===== config.mk =====
export PLATFORM = sky130hd
export DESIGN_NAME = radix_ascii_converter_core
export DESIGN_NICKNAME = d
export VERILOG_FILES = /design/src/design/rac_pkg.sv /design/src/design/radix_ascii_converter_core.sv /design/src/design/rac_ctrl.sv /design/src/design/rac_datapath.sv
export VERILOG_INCLUDE_DIRS = /design/src /design/src/design
export SDC_FILE = /design/constraint.sdc
export NUM_CORES = 1
export LEC_CHECK = 0
export BUFFER_PORTS_ARGS = -buffer_cell sky130_fd_sc_hd__buf_2
export CAP_MARGIN = 10
export CORE_MARGIN = 5
export CORE_UTILIZATION = 40
export DETAILED_ROUTE_END_ITERATION = 10
export HOLD_SLACK_MARGIN = 0.06
export SYNTH_ARGS = -nofsm -noshare
export SYNTH_HDL_FRONTEND = slang
export SYNTH_SLANG_ARGS = --single-unit

===== constraint.sdc =====
create_clock -name clk_i -period 11.88 [get_ports clk_i]
set_input_delay 0 -clock clk_i [delete_from_list [all_inputs] [get_ports clk_i]]
set_output_delay 0 -clock clk_i [all_outputs]
set_load 0.005 [all_outputs]

===== src/design/radix_ascii_converter_core_defines.svh =====
// Assertion macros shared by the radix converter modules.
`ifndef RADIX_ASCII_CONVERTER_CORE_DEFINES_SVH
`define RADIX_ASCII_CONVERTER_CORE_DEFINES_SVH

// Same-cycle implication, sampled on clk_i and muted while rst_ni is low.
`define RAC_ASSERT_NOW(label, ante, cons, msg) \
  label: assert property (@(posedge clk_i) disable iff (!rst_ni) (ante) |-> (cons)) \
    else $error(msg);

// Next-cycle implication, sampled on clk_i and muted while rst_ni is low.
`define RAC_ASSERT_NEXT(label, ante, cons, msg) \
  label: assert property (@(posedge clk_i) disable iff (!rst_ni) (ante) |=> (cons)) \
    else $error(msg);

`endif


===== src/design/rac_pkg.sv =====
// Shared constants, types and the digit character function of the radix converter.
`timescale 1ns / 1ps
package rac_pkg;

  // Field widths of the request and response items.
  localparam int unsigned ValueW    = 64;
  localparam int unsigned RadixW    = 5;
  localparam int unsigned DigitW    = 4;
  localparam int unsigned CharW     = 8;
  localparam int unsigned InDataW   = 72;
  localparam int unsigned RadixLsb  = ValueW;
  localparam int unsigned UpperBit  = ValueW + RadixW;

  // Default sizes and the divider step.
  localparam int unsigned DefaultValueWidth = 64;
  localparam int unsigned DefaultMaxDigits  = 64;
  localparam int unsigned StepBits          = 8;

  // Accepted radix range.
  localparam logic [RadixW-1:0] RadixMin = 5'd2;
  localparam logic [RadixW-1:0] RadixMax = 5'd16;

  // Commands from the controller to the datapath.
  typedef struct packed {
    logic load;   // take a new number
    logic step;   // one divider step
    logic read;   // read the digit store at the readout pointer
    logic pop;    // move the readout pointer to the next lower digit
  } rac_cmd_t;

  // Status from the datapath to the controller.
  typedef struct packed {
    logic radix_ok;    // radix of the incoming request is in range
    logic step_last;   // current step finishes a digit
    logic quot_zero;   // quotient after this step is zero
    logic store_full;  // the digit being finished fills the store
    logic last_char;   // readout pointer is at the least significant digit
  } rac_stat_t;

  // ASCII character of one digit value.
  function automatic logic [CharW-1:0] digit_char(input logic [DigitW-1:0] d,
                                                  input logic upper);
    logic [CharW-1:0] c;
    if (d < 4'd10) begin
      c = 8'h30 + {4'd0, d};
    end else if (upper) begin
      c = 8'h41 + {4'd0, d} - 8'd10;
    end else begin
      c = 8'h61 + {4'd0, d} - 8'd10;
    end
    return c;
  endfunction

endpackage


===== src/design/radix_ascii_converter_core.sv =====
// Top level of the radix converter: controller and datapath with stream ports.
//
//  Port group | Dir | tdata fields (low bit first)                     | tlast
//  s_axis     | in  | value[63:0], radix[68:64], upper_letters[69], 0s | -
//  m_axis     | out | digit_char[7:0]                                  | last_digit
//
// One request at a time; s_axis_tready_o is high only while the core is idle.
// Each digit takes ceil(VALUE_WIDTH/8) steps of the shared divider (8 for 64 bits),
// and each character is then read from the store and then output, which the receiver
// can stall. A radix outside 2..16 consumes the request with no output.
// Reset is asynchronous, active low; the digit store needs no clearing.
`timescale 1ns / 1ps
`include "radix_ascii_converter_core_defines.svh"
module radix_ascii_converter_core
  import rac_pkg::*;
#(
  parameter int unsigned VALUE_WIDTH = DefaultValueWidth,
  parameter int unsigned MAX_DIGITS  = DefaultMaxDigits
) (
  input  logic               clk_i,
  input  logic               rst_ni,
  input  logic               s_axis_tvalid_i,
  output logic               s_axis_tready_o,
  input  logic [InDataW-1:0] s_axis_tdata_i,   // value, radix, upper_letters, zero pad
  output logic               m_axis_tvalid_o,
  input  logic               m_axis_tready_i,
  output logic [CharW-1:0]   m_axis_tdata_o,   // digit_char
  output logic               m_axis_tlast_o
);

  rac_cmd_t  cmd;
  rac_stat_t stat;

  // Sequencing of division and readout.
  rac_ctrl u_ctrl (
    .clk_i       (clk_i),
    .rst_ni      (rst_ni),
    .in_valid_i  (s_axis_tvalid_i),
    .in_ready_o  (s_axis_tready_o),
    .out_valid_o (m_axis_tvalid_o),
    .out_ready_i (m_axis_tready_i),
    .stat_i      (stat),
    .cmd_o       (cmd)
  );

  // Divider, digit store and character encoding.
  rac_datapath #(
    .VALUE_WIDTH (VALUE_WIDTH),
    .MAX_DIGITS  (MAX_DIGITS)
  ) u_datapath (
    .clk_i     (clk_i),
    .rst_ni    (rst_ni),
    .in_data_i (s_axis_tdata_i),
    .cmd_i     (cmd),
    .stat_o    (stat),
    .char_o    (m_axis_tdata_o)
  );

  assign m_axis_tlast_o = stat.last_char;

  `RAC_ASSERT_NEXT(a_busy_after_load, s_axis_tvalid_i && s_axis_tready_o && stat.radix_ok, !s_axis_tready_o && !m_axis_tvalid_o, "core not busy after a conversion request")
  `RAC_ASSERT_NEXT(a_idle_after_last, m_axis_tvalid_o && m_axis_tready_i && m_axis_tlast_o, s_axis_tready_o, "core not idle after the final character")

endmodule


===== src/design/rac_ctrl.sv =====
// Controller state machine of the radix converter: division, then digit readout.
`timescale 1ns / 1ps
module rac_ctrl
  import rac_pkg::*;
(
  input  logic      clk_i,
  input  logic      rst_ni,
  input  logic      in_valid_i,
  output logic      in_ready_o,
  output logic      out_valid_o,
  input  logic      out_ready_i,
  input  rac_stat_t stat_i,
  output rac_cmd_t  cmd_o
);

  typedef enum logic [3:0] {
    ST_IDLE = 4'b0001,
    ST_DIV  = 4'b0010,
    ST_READ = 4'b0100,
    ST_SHOW = 4'b1000
  } state_e;

  state_e state_q, state_d;

  // Next state and datapath commands.
  always_comb begin
    state_d     = state_q;
    cmd_o       = '0;
    in_ready_o  = 1'b0;
    out_valid_o = 1'b0;
    unique case (state_q)
      ST_IDLE: begin
        in_ready_o = 1'b1;
        // A request with a radix out of range is consumed without output.
        if (in_valid_i && stat_i.radix_ok) begin
          cmd_o.load = 1'b1;
          state_d    = ST_DIV;
        end
      end
      ST_DIV: begin
        cmd_o.step = 1'b1;
        if (stat_i.step_last && (stat_i.quot_zero || stat_i.store_full)) begin
          state_d = ST_READ;
        end
      end
      ST_READ: begin
        cmd_o.read = 1'b1;
        state_d    = ST_SHOW;
      end
      ST_SHOW: begin
        out_valid_o = 1'b1;
        if (out_ready_i) begin
          if (stat_i.last_char) begin
            state_d = ST_IDLE;
          end else begin
            cmd_o.pop = 1'b1;
            state_d   = ST_READ;
          end
        end
      end
      default: begin
        state_d = ST_IDLE;
      end
    endcase
  end

  // State register.
  always_ff @(posedge clk_i or negedge rst_ni) begin
    if (!rst_ni) begin
      state_q <= ST_IDLE;
    end else begin
      state_q <= state_d;
    end
  end

endmodule


===== src/design/rac_datapath.sv =====
// Datapath of the radix converter: shared divider, digit store and readout pointer.
`timescale 1ns / 1ps
`include "radix_ascii_converter_core_defines.svh"
module rac_datapath
  import rac_pkg::*;
#(
  parameter int unsigned VALUE_WIDTH = DefaultValueWidth,
  parameter int unsigned MAX_DIGITS  = DefaultMaxDigits
) (
  input  logic               clk_i,
  input  logic               rst_ni,
  input  logic [InDataW-1:0] in_data_i,
  input  rac_cmd_t           cmd_i,
  output rac_stat_t          stat_o,
  output logic [CharW-1:0]   char_o
);

  localparam int unsigned NumSteps = (VALUE_WIDTH + StepBits - 1) / StepBits;
  localparam int unsigned QuotW    = NumSteps * StepBits;
  localparam int unsigned StepCntW = (NumSteps > 1) ? $clog2(NumSteps) : 1;
  localparam int unsigned AddrW    = $clog2(MAX_DIGITS);
  localparam int unsigned CountW   = $clog2(MAX_DIGITS + 1);

  logic [QuotW-1:0]    quot_q, quot_d;
  logic [DigitW-1:0]   rem_q, rem_d;
  logic [RadixW-1:0]   radix_q;
  logic                upper_q;
  logic [StepCntW-1:0] step_q;
  logic [CountW-1:0]   cnt_q;
  logic [AddrW-1:0]    ptr_q;
  logic [DigitW-1:0]   rd_q;
  logic [DigitW-1:0]   digit_mem_q [MAX_DIGITS];

  logic [RadixW-1:0]   in_radix;
  logic                step_last;

  assign in_radix  = in_data_i[RadixLsb +: RadixW];
  assign step_last = (step_q == StepCntW'(NumSteps - 1));

  // One divider step: StepBits quotient bits by restoring division.
  always_comb begin
    logic [RadixW-1:0]   r;
    logic [StepBits-1:0] top;
    logic [StepBits-1:0] qbits;
    r     = {1'b0, rem_q};
    top   = quot_q[QuotW-1 -: StepBits];
    qbits = '0;
    for (int i = StepBits - 1; i >= 0; i--) begin
      r = {r[DigitW-1:0], top[i]};
      if (r >= radix_q) begin
        r        = r - radix_q;
        qbits[i] = 1'b1;
      end
    end
    rem_d  = r[DigitW-1:0];
    quot_d = (quot_q << StepBits) | QuotW'(qbits);
  end

  // Status to the controller.
  always_comb begin
    stat_o.radix_ok   = (in_radix >= RadixMin) && (in_radix <= RadixMax);
    stat_o.step_last  = step_last;
    stat_o.quot_zero  = (quot_d == '0);
    stat_o.store_full = (cnt_q == CountW'(MAX_DIGITS - 1));
    stat_o.last_char  = (ptr_q == '0);
  end

  assign char_o = digit_char(rd_q, upper_q);

  // Quotient, remainder, step and digit counters.
  always_ff @(posedge clk_i or negedge rst_ni) begin
    if (!rst_ni) begin
      quot_q <= '0;
      rem_q  <= '0;
      step_q <= '0;
      cnt_q  <= '0;
      ptr_q  <= '0;
    end else if (cmd_i.load) begin
      quot_q <= QuotW'(in_data_i[VALUE_WIDTH-1:0]);
      rem_q  <= '0;
      step_q <= '0;
      cnt_q  <= '0;
    end else if (cmd_i.step) begin
      quot_q <= quot_d;
      if (step_last) begin
        // The remainder becomes a digit; the next digit starts afresh.
        rem_q  <= '0;
        step_q <= '0;
        cnt_q  <= cnt_q + 1'b1;
        ptr_q  <= cnt_q[AddrW-1:0];
      end else begin
        rem_q  <= rem_d;
        step_q <= step_q + 1'b1;
      end
    end else if (cmd_i.pop) begin
      ptr_q <= ptr_q - 1'b1;
    end
  end

  // Request attributes held for the whole conversion.
  always_ff @(posedge clk_i) begin
    if (cmd_i.load) begin
      radix_q <= in_radix;
      upper_q <= in_data_i[UpperBit];
    end
  end

  // Digit store: one write port, one registered read port.
  always_ff @(posedge clk_i) begin
    if (cmd_i.step && step_last) begin
      digit_mem_q[cnt_q[AddrW-1:0]] <= rem_d;
    end
    if (cmd_i.read) begin
      rd_q <= digit_mem_q[ptr_q];
    end
  end

  `RAC_ASSERT_NOW(a_cnt_bound, 1'b1, cnt_q <= CountW'(MAX_DIGITS), "digit count beyond store")
  `RAC_ASSERT_NEXT(a_cnt_incr, cmd_i.step && step_last && !cmd_i.load, cnt_q == $past(cnt_q) + 1'b1, "digit count did not advance")

endmodule


# Yosys cells after proc, flatten, opt, wreduce, memory -nomap -nowiden
# Memory sizes are Yosys's and may differ from the RTL's. A register that Yosys moved wholly into a read port is not among the register bits.
# Index checks and enable logic that the tools add are counted.
[word_totals] regBits=94 latchBits=0 ramBits=256 mem_bits_ro=0 inputBits=76 out_inout_bits=11 wordCells=109 memories=1
[classes] addsub=16 n_mul=0 n_div=0 order_cmp=11 n_eq_ne=10 shift=0 muxes=48 bitwise_logic=2 n_reduce_logical=13
[mem_list] memory="u_datapath.digit_mem_q" depth=64 word_bits=4 rd=1 rd_clocked_by_memory_dff=1 write_ports=1 line="rac_datapath.sv:32" rtl="logic [DigitW-1:0] digit_mem_q [MAX_DIGITS];"
[ops] cell="$mux W64" count=2
[ops] cell="$logic_not A64 Y1" count=1
[ops] cell="$or A64 B8 Y64" count=1
[ops] cell="$mux W4" count=14
[ops] cell="$ge A5 B5 Y1" count=8
[ops] cell="$sub A4 B4 Y4" count=8
[ops] cell="$mux W7" count=3
[ops] cell="$mux W1" count=19
[ops] cell="$mux W6" count=3
[ops] cell="$add A7 B4 Y8 const A" count=2
[ops] cell="$mux W8" count=2
[ops] cell="$pmux W4 S4" count=1
[ops] cell="$sub A8 B4 Y8 const B" count=2
[ops] cell="$mux W3" count=4
[ops] cell="$add A6 B4 Y7 const A" count=1
[ops] cell="$add A7 B1 Y7 const B" count=1
[ops] cell="$eq A7 B6 Y1 const B" count=1
[ops] cell="$logic_not A6 Y1" count=1
[ops] cell="$reduce_and A3 Y1" count=2
[ops] cell="$reduce_bool A2 Y1" count=3
[ops] cell="$sub A6 B1 Y6 const B" count=1
[ops] cell="$ge A5 B2 Y1 const B" count=1
[ops] cell="$le A5 B5 Y1 const B" count=1
[ops] cell="$eq A4 B1 Y1 const B" count=1
[ops] cell="other kinds (12)" count=17

# Longest topological paths before layout
[depth] ltp_word=22 mapped_depth=50 ltp_nobuf=50

# Hierarchy
# A second synthesis with hierarchy kept.
[hier_totals] hier_cells=1220 hier_area_um2=16724.8
[by_module_without_submodules] mod="rac_datapath" n_inst=1 cells_per_inst=1198 area_per_inst_um2=16493.3 seq_area_each_um2=10089.7
[by_module_without_submodules] mod="rac_ctrl" n_inst=1 cells_per_inst=22 area_per_inst_um2=231.5 seq_area_each_um2=101.3

# Worst setup path before layout
# OpenSTA, ideal clock, no wires.
[synth_path] kind="register -> register" startpoint="register u_datapath.radix_q[1]" endpoint="memory u_datapath.digit_mem_q[0][0] (data pin)" setup_ns=0.714 t_arrival_ns=12.324 required_time_ns=11.166 setup_slack_ns=-1.158 stages_incl_launch_ff=41 n_path_buf=0 synth_period_minus_slack_ns=13.038 cell_sequence="edfxtp_1 inv_1 ha_1 a31oi_1 o21ai_1 mux2_2 ha_1 o211ai_1 o21ai_2 mux2_2 ha_1 nand2_1 o21ai_1 nor2_1 a21oi_1 ha_1 a21oi_1 o21ai_0 [5 not listed] a21oi_1 a211o_1 mux2i_1 inv_1 ha_1 a211oi_1 o21a_1 mux2i_1 ha_1 a311o_1 o221ai_1 mux2_2 inv_1 ha_1 nand3b_1 nand2_1 o221ai_1 o21ai_0"
[synth_via] elab_chain_len=16 word_cells_on_any_way=23 classes_between="add/sub: 7; order compare: 8; mux: 8"
[synth_lines] item="from (decl)" line="rac_datapath.sv:26" rtl="logic [RadixW-1:0] radix_q;"
[synth_lines] item="from (signal assigned)" line="rac_datapath.sv:103" rtl="radix_q <= in_radix;"
[synth_lines] item="$sub A4 B4 Y4 / $ge A5 B5 Y1 (equally long branches)" line="rac_datapath.sv:51, rac_datapath.sv:50"
[synth_lines] item="$mux W4" line="rac_datapath.sv:50" rtl="if (r >= radix_q) begin"
[synth_lines] item="$sub A4 B4 Y4 / $ge A5 B5 Y1 (equally long branches)" line="rac_datapath.sv:51, rac_datapath.sv:50"
[synth_lines] item="$mux W4" line="rac_datapath.sv:50"
[synth_lines] item="$sub A4 B4 Y4 / $ge A5 B5 Y1 (equally long branches)" line="rac_datapath.sv:51, rac_datapath.sv:50"
[synth_lines] item="$mux W4" line="rac_datapath.sv:50"
[synth_lines] item="$ge A5 B5 Y1 / $sub A4 B4 Y4 (equally long branches)" line="rac_datapath.sv:50, rac_datapath.sv:51"
[synth_lines] item="$mux W4" line="rac_datapath.sv:50"
[synth_lines] item="$sub A4 B4 Y4 / $ge A5 B5 Y1 (equally long branches)" line="rac_datapath.sv:51, rac_datapath.sv:50"
[synth_lines] item="$mux W4" line="rac_datapath.sv:50"
[synth_lines] item="$sub A4 B4 Y4 / $ge A5 B5 Y1 (equally long branches)" line="rac_datapath.sv:51, rac_datapath.sv:50"
[synth_lines] item="$mux W4" line="rac_datapath.sv:50"
[synth_lines] item="$sub A4 B4 Y4 / $ge A5 B5 Y1 (equally long branches)" line="rac_datapath.sv:51, rac_datapath.sv:50"
[synth_lines] item="$mux W4" line="rac_datapath.sv:50"
[synth_lines] item="$ge A5 B5 Y1 *" line="rac_datapath.sv:50"
[synth_lines] item="$mux W4 *" line="rac_datapath.sv:50"
[synth_lines] item="via u_datapath.rem_d[0]" line="rac_datapath.sv:25" rtl="logic [DigitW-1:0] rem_q, rem_d;"
[synth_lines] item="to (decl)" line="rac_datapath.sv:32"
# Mark *: on every way through the listed nets, which the timed path passes. The rest lies on a longest branch.

# Worst setup path in the final report
[layout_path] startpoint="register u_datapath.rem_q[1]" endpoint="memory u_datapath.digit_mem_q[34][0] (data pin)"
[layout_via] elab_chain_len=16 word_cells_on_any_way=23 classes_between="add/sub: 7; order compare: 8; mux: 8"
[layout_lines] item="from (decl)" line="rac_datapath.sv:25"
[layout_lines] item="from (signal assigned)" line="rac_datapath.sv:92" rtl="rem_q <= rem_d;"
[layout_lines] item="$sub A4 B4 Y4 / $ge A5 B5 Y1 (equally long branches)" line="rac_datapath.sv:51, rac_datapath.sv:50"
[layout_lines] item="$mux W4 *" line="rac_datapath.sv:50"
[layout_lines] item="$sub A4 B4 Y4 / $ge A5 B5 Y1 (equally long branches)" line="rac_datapath.sv:51, rac_datapath.sv:50"
[layout_lines] item="$mux W4 *" line="rac_datapath.sv:50"
[layout_lines] item="$ge A5 B5 Y1 / $sub A4 B4 Y4 (equally long branches)" line="rac_datapath.sv:50, rac_datapath.sv:51"
[layout_lines] item="$mux W4 *" line="rac_datapath.sv:50"
[layout_lines] item="$sub A4 B4 Y4 / $ge A5 B5 Y1 (equally long branches)" line="rac_datapath.sv:51, rac_datapath.sv:50"
[layout_lines] item="$mux W4 *" line="rac_datapath.sv:50"
[layout_lines] item="$sub A4 B4 Y4 / $ge A5 B5 Y1 (equally long branches)" line="rac_datapath.sv:51, rac_datapath.sv:50"
[layout_lines] item="$mux W4 *" line="rac_datapath.sv:50"
[layout_lines] item="$sub A4 B4 Y4 / $ge A5 B5 Y1 (equally long branches)" line="rac_datapath.sv:51, rac_datapath.sv:50"
[layout_lines] item="$mux W4 *" line="rac_datapath.sv:50"
[layout_lines] item="$ge A5 B5 Y1 / $sub A4 B4 Y4 (equally long branches)" line="rac_datapath.sv:50, rac_datapath.sv:51"
[layout_lines] item="$mux W4 *" line="rac_datapath.sv:50"
[layout_lines] item="$ge A5 B5 Y1 *" line="rac_datapath.sv:50"
[layout_lines] item="$mux W4 *" line="rac_datapath.sv:50"
[layout_lines] item="via u_datapath.rem_d[0]" line="rac_datapath.sv:25"
# Marks and branches as above.

==> flow_metrics.py <==
metrics = {
    "timing": {
        "slew_viol_final": 0,
        "maxSlewHeadroom": 0.3006,
        "fin_crit_sh": 0.9208,
        "fin_crit_ps": 10940,
        "fmax_ghz": 0.09141,
        "hold_viol": 0,
        "tightest_slew_ps": 1049,
        "fin_skew_ps": 23.00,
        "grt_setup_unrepaired": "false",
        "tns_ps": 0,
        "setup_viol": 0,
    },
    "yosys": {
        "synth_edf_count": 266,
        "yosysWarnings": 0,
        "synth_area_leader_cell": "edfxtp_1",
        "post-synth-top-count-cell": "edfxtp_1",
        "synth_area_leaders": "edfxtp_1, dfrtp_1, mux4_2",
        "async_flop_share": 0.2486,
        "synth_adder_area_share": 0.04543,
        "yosys_most_used_dff": "edfxtp_1",
        "ys_seq_area_frac": 0.6293,
        "synthCells": 1165,
        "synth_top_family_by_area": "multiplexers",
        "synth.distinct_cells": 67,
        "ys_ff_latch": 354,
        "synthesis.nets": 1295,
        "synth.mux.area_fraction": 0.1003,
        "synth_compound_area_frac": 0.09526,
        "synth_common_cells": "edfxtp_1, nand2_1, nor2_1, dfrtp_1, a22oi_1",
        "syn_area_per_cell_um2": 13.90,
        "synth_area_mm2": 0.01619,
        "synth-simple-area-share": 0.09611,
        "synth.top_cell.area_share": 0.4932,
        "synth-xor-area-share": 0.01190,
    },
    "detailed_routing": {
        "wl_met2_mm": 19.51,
        "met3_length_mm": 2.483,
        "firstDrtPassIters": 6,
        "wl_per_cell_um": 20.95,
        "top_layer": "met4",
        "drt-initial-drc-count": 752,
        "drtAntennaViolNets": 0,
        "via_count": 10430,
        "drc": 0,
        "drt_wl_total_mm": 39.59,
        "via_per_inst": 5.518,
        "wl_met1_mm": 16.80,
    },
    "hold_path": {
        "worstHoldPathType": "in2reg",
        "min_from": "s_axis_tdata_i[69]",
    },
    "setup_path": {
        "max_stage_delay_ps": 440,
        "startpoint": "u_datapath.rem_q[1]",
        "worstSetupEndpointType": "flip-flop",
        "cpMaxStageDelayCell": "or3_1",
        "crit_top_cell": "ha_1",
        "critPathKind": "reg2reg",
        "crit_arrival_ps": 11310,
        "startpoint_type": "flip-flop",
        "timing.rr.start": "u_datapath.rem_q[1]",
        "crit_required_ps": 12250,
        "worst-path-max-fanout": 19,
    },
    "floorplanning": {
        "core.rowCount": 73,
        "die_w_um": 211.2,
        "start_util": 0.4057,
        "die-area_mm2": 0.04461,
        "core_mm2": 0.03991,
        "die_y_um": 211.2,
        "num_io_pins": 87,
    },
    "place": {
        "gp_congestion": 0.8455,
        "portBuffers": 83,
        "place_area_mm2": 0.01738,
        "dp.final_hpwl_mm": 25.09,
    },
    "cells_and_area": {
        "areaGrowthSynthToFinish_pct": 20.00,
        "seq_area_mm2": 0.01020,
        "stdcell_area_mm2": 0.01943,
        "drive_above_1_share": 0.1919,
        "multi_input_area_mm2": 0.005771,
        "antennaDiodeCount": 0,
        "fillCellCount": 3419,
        "layout.nets": 1467,
    },
    "clock_network": {
        "cts-root-buf": "clkbuf_16",
        "cts_buffers": 39,
        "clk_latency_ps": 550,
        "clkTransAtPathRegs_ps": 60,
        "cts.sinks": 354,
        "cts_tree": "built",
        "cts-htree-levels": 2,
        "clock_path_buffers": 3,
    },
    "global_route": {
        "grt_max_degree": 82,
        "antenna_found_initial": 0,
        "grt_overflow": 0,
        "track_usage": 0.1770,
        "grt_pass1_vias": 10740,
        "grt_first_pass_wirelength_mm": 61.34,
    },
    "outcome": {
        "status": "finished clean",
    },
    "job": {
        "maxCapViolCount": 0,
    },
}
sequential cells by signal (all words and copies together) (netlist names):
signal                  flops
u_ctrl.state_q              4
u_datapath.cnt_q            7
u_datapath.digit_mem_q    256
u_datapath.ptr_q            6
u_datapath.quot_q          64
u_datapath.radix_q          5
u_datapath.rd_q             4
u_datapath.rem_q            4
u_datapath.step_q           3
u_datapath.upper_q          1
metrics by stage:
| stage | util | worst slack, ps | cells | hold WS, ps |
|---|---|---|---|---|
| after floorplan | - | 416.7 | 1165 | -295.6 |
| after global placement | 0.4354 | 335.8 | 1746 | -180.8 |
| after detailed placement | 0.4354 | 96.83 | 1746 | -180.2 |
| after CTS | 0.4857 | 433.5 | 1889 | 157.4 |
| after global routing | 0.4869 | 48.71 | 1890 | 173.6 |
| final | 0.4869 | 940.6 | 1890 | 176.1 |
layout by cell type (no fill, tap or decap), drive strengths merged, types with 7 or more instances in the layout:
cell type and n:
dfrtp 87, a221oi 8, a211oi 8, nor2b 10, nand3 8, mux4 64
nand2 169, a21o 9, nor3 7, clkinv 15, o21ai 22, edfxtp 266
mux2 10, a22oi 83, a22o 14, buf 113, xor2 9, nor2 92
inv 36, nor4 14, o221ai 7, a21oi 28, nand2b 12, dlygate4sd3 74
fa 8, clkbuf 47, mux2i 7, ha 46, xnor2 13
path summary, 6_finish.rpt:
kind                                                      end  slack (ps)  depth (start not counted)
worst max-delay path            u_datapath.digit_mem_q[34][0]         940                         47
worst min-delay path                       u_datapath.upper_q         180                          2
worst max register to register  u_datapath.digit_mem_q[34][0]         940                         47
worst min register to register          u_datapath.quot_q[63]         470                          2
max in group asynchronous                 u_datapath.ptr_q[0]       10800                          3
min in group asynchronous               u_datapath.quot_q[16]         290                          3
routing by layer:
metal	vias to the layer above	GRT usage
met3	62	0.03862
li1	4819	-
met1	5226	0.2366
met5	-	0
met2	322	0.2969
met4	0	0.04404
final cells by class:
class | count | area share
Inverter | 34 | 0.006567
Timing Repair Buffer | 187 | 0.07314
Tap cell | 525 | 0.03380
Multi-Input combinational cell | 721 | 0.2970
Clock buffer | 47 | 0.05447
Sequential cell | 354 | 0.5247
Clock inverter | 22 | 0.01037
critical path: cells and delay by family, from the launching register on:
kind            cells  cell delay, ps
flops               1             410
mux                 1             360
buf+inv             4             970
fa+ha+maj           8            2580
compound gates     24            4670
simple gates       10            1690
what timing repair did:
action	CTS	global route
hold endpoints to repair	175	0
pin swaps	0	2
setup endpoints to repair	7	262
buffers inserted	0	1
hold buffers	74	0
resized for setup	1	7
cloned	0	0
logic make-up after synthesis:
logic type                 count (synthesis)
adders and majority gates                 54
buffers and inverters                     90
xor gates and xnor gates                  22
other                                      1
AOI/OAI and AO/OA                        215
muxes                                     81
and+or+nand+nor                          348
DFF                                      354
Power is not shown: default switching activity piles up to over one toggle a cycle in this logic, so the estimate is an artifact.
